### src/qcus_pkg.sv
// Shared types, codes and constants of the quadrature count unwrap and speed unit.
package qcus_pkg;

  // Default geometry of the encoder counter and the quadrature edge factor.
  localparam int COUNTER_BITS_DEF = 16;
  localparam int QUAD_FACTOR_DEF  = 4;

  // Fixed field widths.
  localparam int OP_W   = 2;
  localparam int PPR_W  = 16;
  localparam int INTV_W = 20;
  localparam int SPD_W  = 32;
  localparam int TOT_W  = 32;

  localparam logic [PPR_W-1:0] PPR_RESET = 16'd1024;

  // Speed scaling: microseconds per second and Q16.16 fraction bits.
  localparam logic [19:0] MICRO     = 20'd1000000;
  localparam int          FRAC_BITS = 16;

  // Quotient bits produced by the divider; one more than the speed width so
  // that the negative limit can be told apart from a clamp.
  localparam int QUO_W    = SPD_W + 1;
  localparam int HI_SHIFT = QUO_W - FRAC_BITS;

  // Largest scaled count that still fits a 64-bit numerator after the
  // fraction shift; anything above saturates.
  localparam logic [63:0] NUM_GUARD = 64'h0000_FFFF_FFFF_FFFF;

  localparam logic [SPD_W-1:0] SPEED_MAX = 32'h7FFF_FFFF;
  localparam logic [SPD_W-1:0] SPEED_MIN = 32'h8000_0000;

  typedef enum logic [OP_W-1:0] {
    OP_TOTAL = 2'd0,
    OP_SPEED = 2'd1,
    OP_CLEAR = 2'd2,
    OP_NONE  = 2'd3
  } op_t;

  // Status of the shared divide unit toward the sequencer.
  typedef struct packed {
    logic done;
    logic ovf;
  } div_stat_t;

endpackage

### src/qcus_div.sv
// Shared restoring divide unit: one compare-and-subtract per cycle.
module qcus_div #(
  parameter int DEN_W = 38,
  parameter int QUO_W = qcus_pkg::QUO_W
) (
  input  logic                clk,
  input  logic                rst_n,
  input  logic                start,
  input  logic [DEN_W:0]      rem_init,
  input  logic [QUO_W-1:0]    num_lo,
  input  logic [DEN_W-1:0]    den,
  output qcus_pkg::div_stat_t stat,
  output logic [QUO_W-1:0]    quo
);
  import qcus_pkg::*;

  localparam int REM_W = DEN_W + 1;
  localparam int CNT_W = $clog2(QUO_W);

  logic [REM_W-1:0] rem_r, rem_nxt;
  logic [QUO_W-1:0] quo_r, quo_nxt;
  logic [CNT_W-1:0] cnt_r, cnt_nxt;
  logic             busy_r, busy_nxt;
  logic             chk_r, chk_nxt;
  logic             done_r, done_nxt;
  logic             ovf_r, ovf_nxt;

  logic [REM_W-1:0] trial;
  logic [REM_W:0]   diff;
  logic             ge;

  // The one subtractor: the first pass checks the high part for overflow,
  // later passes shift in one numerator bit each.
  always_comb begin
    trial = chk_r ? rem_r : {rem_r[REM_W-2:0], quo_r[QUO_W-1]};
    diff  = {1'b0, trial} - {2'b00, den};
    ge    = ~diff[REM_W];
  end

  always_comb begin
    rem_nxt  = rem_r;
    quo_nxt  = quo_r;
    cnt_nxt  = cnt_r;
    busy_nxt = busy_r;
    chk_nxt  = chk_r;
    ovf_nxt  = ovf_r;
    done_nxt = 1'b0;
    if (start) begin
      rem_nxt  = rem_init;
      quo_nxt  = num_lo;
      cnt_nxt  = '0;
      busy_nxt = 1'b1;
      chk_nxt  = 1'b1;
      ovf_nxt  = 1'b0;
    end else if (busy_r) begin
      if (chk_r) begin
        chk_nxt = 1'b0;
        if (ge) begin
          // quotient would not fit: stop early
          ovf_nxt  = 1'b1;
          busy_nxt = 1'b0;
          done_nxt = 1'b1;
        end
      end else begin
        rem_nxt = ge ? diff[REM_W-1:0] : trial;
        quo_nxt = {quo_r[QUO_W-2:0], ge};
        cnt_nxt = cnt_r + CNT_W'(1);
        if (cnt_r == CNT_W'(QUO_W - 1)) begin
          busy_nxt = 1'b0;
          done_nxt = 1'b1;
        end
      end
    end
  end

  always_ff @(posedge clk) begin
    if (!rst_n) begin
      cnt_r  <= '0;
      busy_r <= 1'b0;
      chk_r  <= 1'b0;
      done_r <= 1'b0;
      ovf_r  <= 1'b0;
    end else begin
      cnt_r  <= cnt_nxt;
      busy_r <= busy_nxt;
      chk_r  <= chk_nxt;
      done_r <= done_nxt;
      ovf_r  <= ovf_nxt;
    end
  end

  always_ff @(posedge clk) begin
    rem_r <= rem_nxt;
    quo_r <= quo_nxt;
  end

  assign stat.done = done_r;
  assign stat.ovf  = ovf_r;
  assign quo       = quo_r;

endmodule

### src/quadrature_count_unwrap_speed_unit.sv
// Top level: quadrature counter unwrap, position total and speed estimate.
//
//   channel   direction  handshake              payload
//   in_       input      in_valid / in_ready    in_op, in_counter_value, in_interval_us
//   out_      output     out_valid / out_ready  out_signed_count, out_count_delta,
//                                               out_total_count, out_speed_q16,
//                                               out_speed_saturated
//   cfg_      input      cfg_we (no wait)       cfg_wdata = pulses per revolution
//
// Total-only and clear transactions go from ST_IDLE to ST_EMIT, which loads the
// output register once it is free. A speed transaction goes through ST_MUL,
// ST_LOAD, ST_DIV and ST_EMIT; in ST_DIV the shared divide unit makes an overflow
// check pass, then produces one quotient bit per cycle over 33 bits. A zero
// interval, zero pulses per revolution or a numerator above the guard skips the
// divide and goes from ST_LOAD straight to ST_EMIT.
// in_ready is high only while the sequencer idles.
// A stalled result sits in the output register; the next transaction is taken
// meanwhile and waits for that register to drain before it is presented.
// Reset (rst_n low at a clock edge) clears the tracker state, pulses per
// revolution returns to 1024, and no result is pending.
module quadrature_count_unwrap_speed_unit #(
  parameter int COUNTER_BITS = qcus_pkg::COUNTER_BITS_DEF,
  parameter int QUAD_FACTOR  = qcus_pkg::QUAD_FACTOR_DEF
) (
  input  logic                             clk,
  input  logic                             rst_n,
  input  logic                             cfg_we,
  input  logic [qcus_pkg::PPR_W-1:0]       cfg_wdata,
  input  logic                             in_valid,
  output logic                             in_ready,
  input  logic [qcus_pkg::OP_W-1:0]        in_op,
  input  logic [COUNTER_BITS-1:0]          in_counter_value,
  input  logic [qcus_pkg::INTV_W-1:0]      in_interval_us,
  output logic                             out_valid,
  input  logic                             out_ready,
  output logic signed [COUNTER_BITS-1:0]   out_signed_count,
  output logic signed [COUNTER_BITS:0]     out_count_delta,
  output logic signed [qcus_pkg::TOT_W-1:0] out_total_count,
  output logic signed [qcus_pkg::SPD_W-1:0] out_speed_q16,
  output logic                             out_speed_saturated
);
  import qcus_pkg::*;

  localparam int CB    = COUNTER_BITS;
  localparam int QF_W  = $clog2(QUAD_FACTOR + 1);
  localparam int DEN_W = INTV_W + PPR_W + QF_W;
  // Scaled count: magnitude times one million.
  localparam int PW    = CB + 20;

  // Unwrap limits in the delta's own width.
  localparam logic signed [CB:0] LIM_POS = (CB+1)'((64'd1 << (CB - 1)) - 64'd1);
  localparam logic signed [CB:0] LIM_NEG = -LIM_POS;
  localparam logic [CB:0]        MODULUS = (CB+1)'(64'd1 << CB);

  typedef enum logic [4:0] {
    ST_IDLE = 5'b00001,
    ST_MUL  = 5'b00010,
    ST_LOAD = 5'b00100,
    ST_DIV  = 5'b01000,
    ST_EMIT = 5'b10000
  } state_t;

  state_t                   state_r, state_nxt;
  logic [PPR_W-1:0]         ppr_r, ppr_nxt;
  logic signed [CB-1:0]     last_sample_r, last_sample_nxt;
  logic [TOT_W-1:0]         total_r, total_nxt;
  logic [SPD_W-1:0]         last_speed_r, last_speed_nxt;
  logic                     sat_r, sat_nxt;
  logic signed [CB:0]       delta_r, delta_nxt;
  logic [INTV_W-1:0]        dt_r, dt_nxt;
  logic [PW-1:0]            prod_r, prod_nxt;
  logic [DEN_W-1:0]         den_r, den_nxt;
  logic                     out_valid_r, out_valid_nxt;
  logic signed [CB-1:0]     out_count_r, out_count_nxt;
  logic signed [CB:0]       out_delta_r, out_delta_nxt;
  logic [TOT_W-1:0]         out_total_r, out_total_nxt;
  logic [SPD_W-1:0]         out_speed_r, out_speed_nxt;
  logic                     out_sat_r, out_sat_nxt;

  logic signed [CB-1:0]     now;
  logic signed [CB:0]       diff_raw;
  logic signed [CB:0]       unwrapped;
  logic [CB-1:0]            mag;
  logic [INTV_W+PPR_W-1:0]  dtppr;
  logic                     num_big;
  logic                     div_start;
  div_stat_t                div_stat;
  logic [QUO_W-1:0]         div_quo;
  logic [SPD_W:0]           spd_res;

  // Apply the sign to the quotient and clamp to the Q16.16 range.
  // Result: {saturated, speed}.
  function automatic logic [SPD_W:0] sign_clamp(input logic neg, input logic ovf,
                                               input logic [QUO_W-1:0] q);
    logic             sat;
    logic [SPD_W-1:0] spd;
    if (neg) begin
      sat = ovf || (q > {1'b0, SPEED_MIN});
      spd = sat ? SPEED_MIN : SPD_W'(QUO_W'(0) - q);
    end else begin
      sat = ovf || (q > {1'b0, SPEED_MAX});
      spd = sat ? SPEED_MAX : q[SPD_W-1:0];
    end
    return {sat, spd};
  endfunction

  // Sign-extend the reading and unwrap the difference across the counter
  // rollover; adding or dropping the modulus is the same in this width.
  always_comb begin
    now       = signed'(in_counter_value);
    diff_raw  = {now[CB-1], now} - {last_sample_r[CB-1], last_sample_r};
    unwrapped = ((diff_raw > LIM_POS) || (diff_raw < LIM_NEG)) ?
                diff_raw + signed'(MODULUS) : diff_raw;
  end

  // Operands of the speed divide.
  always_comb begin
    mag     = CB'(delta_r[CB] ? -delta_r : delta_r);
    dtppr   = dt_r * ppr_r;
    num_big = 64'(prod_r) > NUM_GUARD;
    spd_res = sign_clamp(delta_r[CB], div_stat.ovf, div_quo);
  end

  qcus_div #(
    .DEN_W (DEN_W),
    .QUO_W (QUO_W)
  ) u_div (
    .clk      (clk),
    .rst_n    (rst_n),
    .start    (div_start),
    .rem_init ((DEN_W+1)'(prod_r >> HI_SHIFT)),
    .num_lo   ({prod_r[HI_SHIFT-1:0], {FRAC_BITS{1'b0}}}),
    .den      (den_r),
    .stat     (div_stat),
    .quo      (div_quo)
  );

  always_comb begin
    state_nxt       = state_r;
    ppr_nxt         = ppr_r;
    last_sample_nxt = last_sample_r;
    total_nxt       = total_r;
    last_speed_nxt  = last_speed_r;
    sat_nxt         = sat_r;
    delta_nxt       = delta_r;
    dt_nxt          = dt_r;
    prod_nxt        = prod_r;
    den_nxt         = den_r;
    out_valid_nxt   = out_valid_r;
    out_count_nxt   = out_count_r;
    out_delta_nxt   = out_delta_r;
    out_total_nxt   = out_total_r;
    out_speed_nxt   = out_speed_r;
    out_sat_nxt     = out_sat_r;
    div_start       = 1'b0;

    if (cfg_we) begin
      ppr_nxt = cfg_wdata;
    end

    // Drop the presented result once it is taken.
    if (out_valid_r && out_ready) begin
      out_valid_nxt = 1'b0;
    end

    unique case (state_r)
      ST_IDLE: begin
        if (in_valid) begin
          unique case (op_t'(in_op))
            OP_TOTAL, OP_SPEED: begin
              last_sample_nxt = now;
              delta_nxt       = unwrapped;
              total_nxt       = total_r + TOT_W'(unwrapped);
              dt_nxt          = in_interval_us;
              sat_nxt         = 1'b0;
              state_nxt       = (op_t'(in_op) == OP_SPEED) ? ST_MUL : ST_EMIT;
            end
            OP_CLEAR: begin
              last_sample_nxt = '0;
              delta_nxt       = '0;
              total_nxt       = '0;
              last_speed_nxt  = '0;
              sat_nxt         = 1'b0;
              state_nxt       = ST_EMIT;
            end
            OP_NONE: begin
              // unused code: take it and leave the state alone
            end
            default: begin
            end
          endcase
        end
      end
      ST_MUL: begin
        prod_nxt  = PW'(mag) * PW'(MICRO);
        den_nxt   = DEN_W'(dtppr) * DEN_W'(QUAD_FACTOR);
        state_nxt = ST_LOAD;
      end
      ST_LOAD: begin
        if (den_r == '0) begin
          last_speed_nxt = '0;
          state_nxt      = ST_EMIT;
        end else if (num_big) begin
          // numerator beyond 64 bits: clamp without dividing
          last_speed_nxt = delta_r[CB] ? SPEED_MIN : SPEED_MAX;
          sat_nxt        = 1'b1;
          state_nxt      = ST_EMIT;
        end else begin
          div_start = 1'b1;
          state_nxt = ST_DIV;
        end
      end
      ST_DIV: begin
        if (div_stat.done) begin
          last_speed_nxt = spd_res[SPD_W-1:0];
          sat_nxt        = spd_res[SPD_W];
          state_nxt      = ST_EMIT;
        end
      end
      ST_EMIT: begin
        // Hold until the output register is free, then advance.
        if (!out_valid_r || out_ready) begin
          out_valid_nxt = 1'b1;
          out_count_nxt = last_sample_r;
          out_delta_nxt = delta_r;
          out_total_nxt = total_r;
          out_speed_nxt = last_speed_r;
          out_sat_nxt   = sat_r;
          state_nxt     = ST_IDLE;
        end
      end
      default: begin
        state_nxt = ST_IDLE;
      end
    endcase
  end

  always_ff @(posedge clk) begin
    if (!rst_n) begin
      state_r       <= ST_IDLE;
      ppr_r         <= PPR_RESET;
      last_sample_r <= '0;
      total_r       <= '0;
      last_speed_r  <= '0;
      sat_r         <= 1'b0;
      out_valid_r   <= 1'b0;
    end else begin
      state_r       <= state_nxt;
      ppr_r         <= ppr_nxt;
      last_sample_r <= last_sample_nxt;
      total_r       <= total_nxt;
      last_speed_r  <= last_speed_nxt;
      sat_r         <= sat_nxt;
      out_valid_r   <= out_valid_nxt;
    end
  end

  always_ff @(posedge clk) begin
    delta_r     <= delta_nxt;
    dt_r        <= dt_nxt;
    prod_r      <= prod_nxt;
    den_r       <= den_nxt;
    out_count_r <= out_count_nxt;
    out_delta_r <= out_delta_nxt;
    out_total_r <= out_total_nxt;
    out_speed_r <= out_speed_nxt;
    out_sat_r   <= out_sat_nxt;
  end

  assign in_ready            = (state_r == ST_IDLE);
  assign out_valid           = out_valid_r;
  assign out_signed_count    = out_count_r;
  assign out_count_delta     = out_delta_r;
  assign out_total_count     = signed'(out_total_r);
  assign out_speed_q16       = signed'(out_speed_r);
  assign out_speed_saturated = out_sat_r;

endmodule

### config.mk
export PLATFORM = sky130hd
export DESIGN_NAME = quadrature_count_unwrap_speed_unit
export DESIGN_NICKNAME = d
export VERILOG_FILES = /design/src/qcus_pkg.sv /design/src/qcus_div.sv /design/src/quadrature_count_unwrap_speed_unit.sv
export SDC_FILE = /design/constraint.sdc
export NUM_CORES = 2
export LEC_CHECK = 0
export ABC_AREA = 1
export BUFFER_PORTS_ARGS = -buffer_cell sky130_fd_sc_hd__clkbuf_2
export CORE_MARGIN = 2
export CORE_UTILIZATION = 30
export DETAILED_ROUTE_END_ITERATION = 10
export PLACE_DENSITY = 0.48
export SYNTH_ARGS = -nofsm -noshare
export SYNTH_HDL_FRONTEND = slang
export SYNTH_SLANG_ARGS = --single-unit
### constraint.sdc
create_clock -name clk -period 10.3 [get_ports clk]
set_input_delay 0.515 -clock clk [delete_from_list [all_inputs] [get_ports clk]]
set_output_delay 0.515 -clock clk [all_outputs]
set_load 0.03 [all_outputs]
==> results.md <==
- Minimum clock period: 7.21 ns
- Number of synthesized flops with an enable pin: 237
- Peak VDD IR: 0.000668 V
- Commonest non-fill, non-tap cell in the layout: nand2_1
- Clk sink count: 387
- Max Cap Viol: 0
- HP Class: primary input to flop
- Worst path bufs/invs: 5
- Setup bufs post-CTS: 0
- Overflow after GRT: 0
- # resized after CTS: 0
- Non-filler cells, final: 5,857
- FF+latch area: 10,100 um^2
- First DRT Iteration DRCs: 1,456
- Hold WS: 0.0757 ns
- Setup_tns: 0 ns
- First-pass GRT wire length: 150 mm
- Hold Fails Final Rpt: 0
- Chip width: 343 um
- Starting Density: 30.2%
- Least-Margin Pin Slew: 1.18 ns
- CTS Hold Buffers Added: 0
- Final GP Congestion: 0.885
- Avg WL per Cell: 15.6 um
- Crit path max-delay cell type: xor2_1
- Layout cells sized above 1: 7.16%
- FILL cells: 12,100
- Run status: completed
- Post-synthesis cell area: 34,600 um^2
- Setup violators final: 0
- Post-layout util: 33.7%
- Core area: 114,000 um^2
- Rel. slew slack: 21.2%
- Global-route usage over all layers: 15.7%
- Leak: 18.7 nW
- Post-synth ARST share: 0%
- Via Count: 27,000
- Fin. max-slew vios: 0
- WS Path Type: flop to flop
- Largest net degree at the start of global routing: 67
- Crit path max-delay family: adder cells
- CTS tree: built
- Mapped Nets: 4,890
- Drt drc: 0
- Ys flop type: edfxtp_1
- Clk_skew: 0.0247 ns
- Placed cells: 5,770
- Cell variety after synth: 56
- Critical Path RT: 10.65 ns
- Total Wirelength: 91.5 mm
- Core Rows: 124
- Cells after synthesis: 4,221
- Die Height: 343 um
- Final Net Count: 4,977
- Initial antenna violation count: 0
- Drt pass-1 iters: 5
- Worst-Skew Late Latency: 0.61 ns
- Clock Root Buffer: clkbuf_16
- Power density over cell area: 346 nW/um^2
- Vias in the first global route: 27,400
- H-tree Lvls: 2
- Critical Path End Type: flop
- Total Die Area: 118,000 um^2
- Hpwl dp: 71.3 mm
- Most frequent cells in the layout: nand2_1, inv_1, fa_1
- Multi-input gate area: 20,700 um^2
- Max Freq: 139 MHz
- Antenna Violating Nets Remaining: 0
- I/O pin total: 159
- Tcrit/Tclk final: 70.0%
- Avg Cell Area, Syn: 8.19 um^2
- Sequential area share after synthesis: 29.3%
- Design area: 38,500 um^2
- Port buffer count: 158
- Num CTS Buffers: 48
- # diodes: 0
- Clock transition at the registers of the reported paths: 0.06 ns
- Ys Warns: 0
- Count of state elements after synthesis: 387
- Critical path's largest stage delay: 0.70 ns
- Dpl cell area: 36,800 um^2
- Worst Path Arrival: 7.56 ns
- CTS Buffer Depth: 3
- RSZ-0062 raised after global routing: false
- CP Max Fanout: 10
- Vias/cell: 4.61
- Syn-to-layout area delta: 11.4%
- CP startpoint kind: flop
## cells by family after synthesis
group                    count (synthesis)  share of synthesized area (%)
AO/OA/AOI/OAI                          603                           9.79
XOR/XNOR                               130                           3.29
adder cells (fa/ha/maj)                610                           28.8
buffers and inverters                  987                           10.9
flip-flops                             387                           29.3
multiplexers                             2                         0.0579
AND/OR/NAND/NOR                       1502                           17.9
## power breakdown
| part | leakage [nW] | internal, mW | switching [mW] |
|---|---|---|---|
| Combinational | 14.5 | 3.61 | 5.52 |
| Sequential | 3.41 | 2.27 | 0.149 |
| Clock | 0.808 | 1.09 | 0.702 |
## per-layer routing
metal	wire length [um]	vias to the layer above	share of wire (%)	GRT usage, %
met5	0	-	0	0
met4	1630	0	1.8	3.42
met3	3110	82	3.4	1.79
met2	41400	394	45	25.4
met1	45400	13000	50	22.7
li1	-	13500	-	-
## final cells by class
type / instances / share of cell area [%]
tap: 1512 / 4.91
timing repair buffer: 175 / 2.38
inverter: 849 / 8.29
clock buffer: 59 / 3.44
sequential: 387 / 26.3
multi-input combinational: 2847 / 53.7
clock inverter: 28 / 0.949
## final timing paths
kind | from | slack (ns) | to | depth (start not counted)
hold reg to reg | last_speed_r[29] | 0.43 | out_speed_q16[29] | 0
setup / recovery | delta_r[0] | 3.09 | prod_r[35] | 26
setup reg to reg | delta_r[0] | 3.09 | prod_r[35] | 26
hold / removal | in_interval_us[6] | 0.08 | dt_r[6] | 1
## cell usage after synthesis, types with 7 or more instances
| cell type | n | area [um^2] |
|---|---|---|
| nand4_1 | 35 | 219 |
| inv_1 | 836 | 3140 |
| nand3_1 | 129 | 646 |
| xnor2_1 | 38 | 333 |
| nor3_1 | 46 | 230 |
| nor4_1 | 18 | 113 |
| ha_1 | 302 | 3780 |
| o22ai_1 | 18 | 113 |
| dfxtp_1 | 150 | 3000 |
| clkbuf_1 | 119 | 447 |
| a31oi_1 | 19 | 119 |
| o21ai_0 | 145 | 726 |
| xor2_1 | 92 | 806 |
| o21bai_1 | 15 | 113 |
| inv_2 | 12 | 45.0 |
| edfxtp_1 | 237 | 7120 |
| nand2_1 | 979 | 3670 |
| fa_1 | 308 | 6170 |
| a21o_1 | 22 | 165 |
| o21ai_1 | 13 | 65.1 |
| o21a_1 | 7 | 52.6 |
| o211ai_1 | 38 | 285 |
| o31ai_1 | 9 | 67.6 |
| nor2_1 | 247 | 927 |
| nand3b_1 | 8 | 60.1 |
| a21oi_1 | 289 | 1450 |
| or2_2 | 15 | 93.8 |
## worst reg2reg max path, cell delays in order, from the launching register on
cell,delay [ns]
edfxtp_1,0.56
inv_1,0.12
ha_1,0.15
inv_1,0.05
nor3_1,0.16
nor3b_1,0.21
inv_1,0.09
o31ai_1,0.38
nand4_1,0.15
nand2_1,0.12
xor2_1,0.70
inv_1,0.30
fa_1,0.58
inv_1,0.06
fa_1,0.50
fa_1,0.49
ha_1,0.31
ha_1,0.30
ha_1,0.30
ha_1,0.35
nand2_1,0.11
nor4_1,0.36
nand3_1,0.13
nand3_1,0.22
nand4_1,0.12
nand3_1,0.10
xor2_1,0.06
## flip-flops by register name (all words and copies together) (netlist names), 5 cells and up
signal and cells:
u_div.quo 33, out_count_delta 17, last_sample_r 16, delta_r 17
ppr_r 16, out_speed_q16 32, last_speed_r 32, total_r 32
out_signed_count 16, u_div.rem_r 40, u_div.cnt_r 6, out_total_count 32
prod_r 30, dt_r 20, state_r 5, den_r 36
## stage by stage
step	setup slack (ns)	power [mW]
after floorplan	4.08	9.54
after global placement	3.16	11.7
after detailed placement	3.07	11.6
after CTS	3.06	13.6
after global routing	2.61	15.0
final	3.09	13.3
No activity file was read; power rests on OpenSTA's default activity.
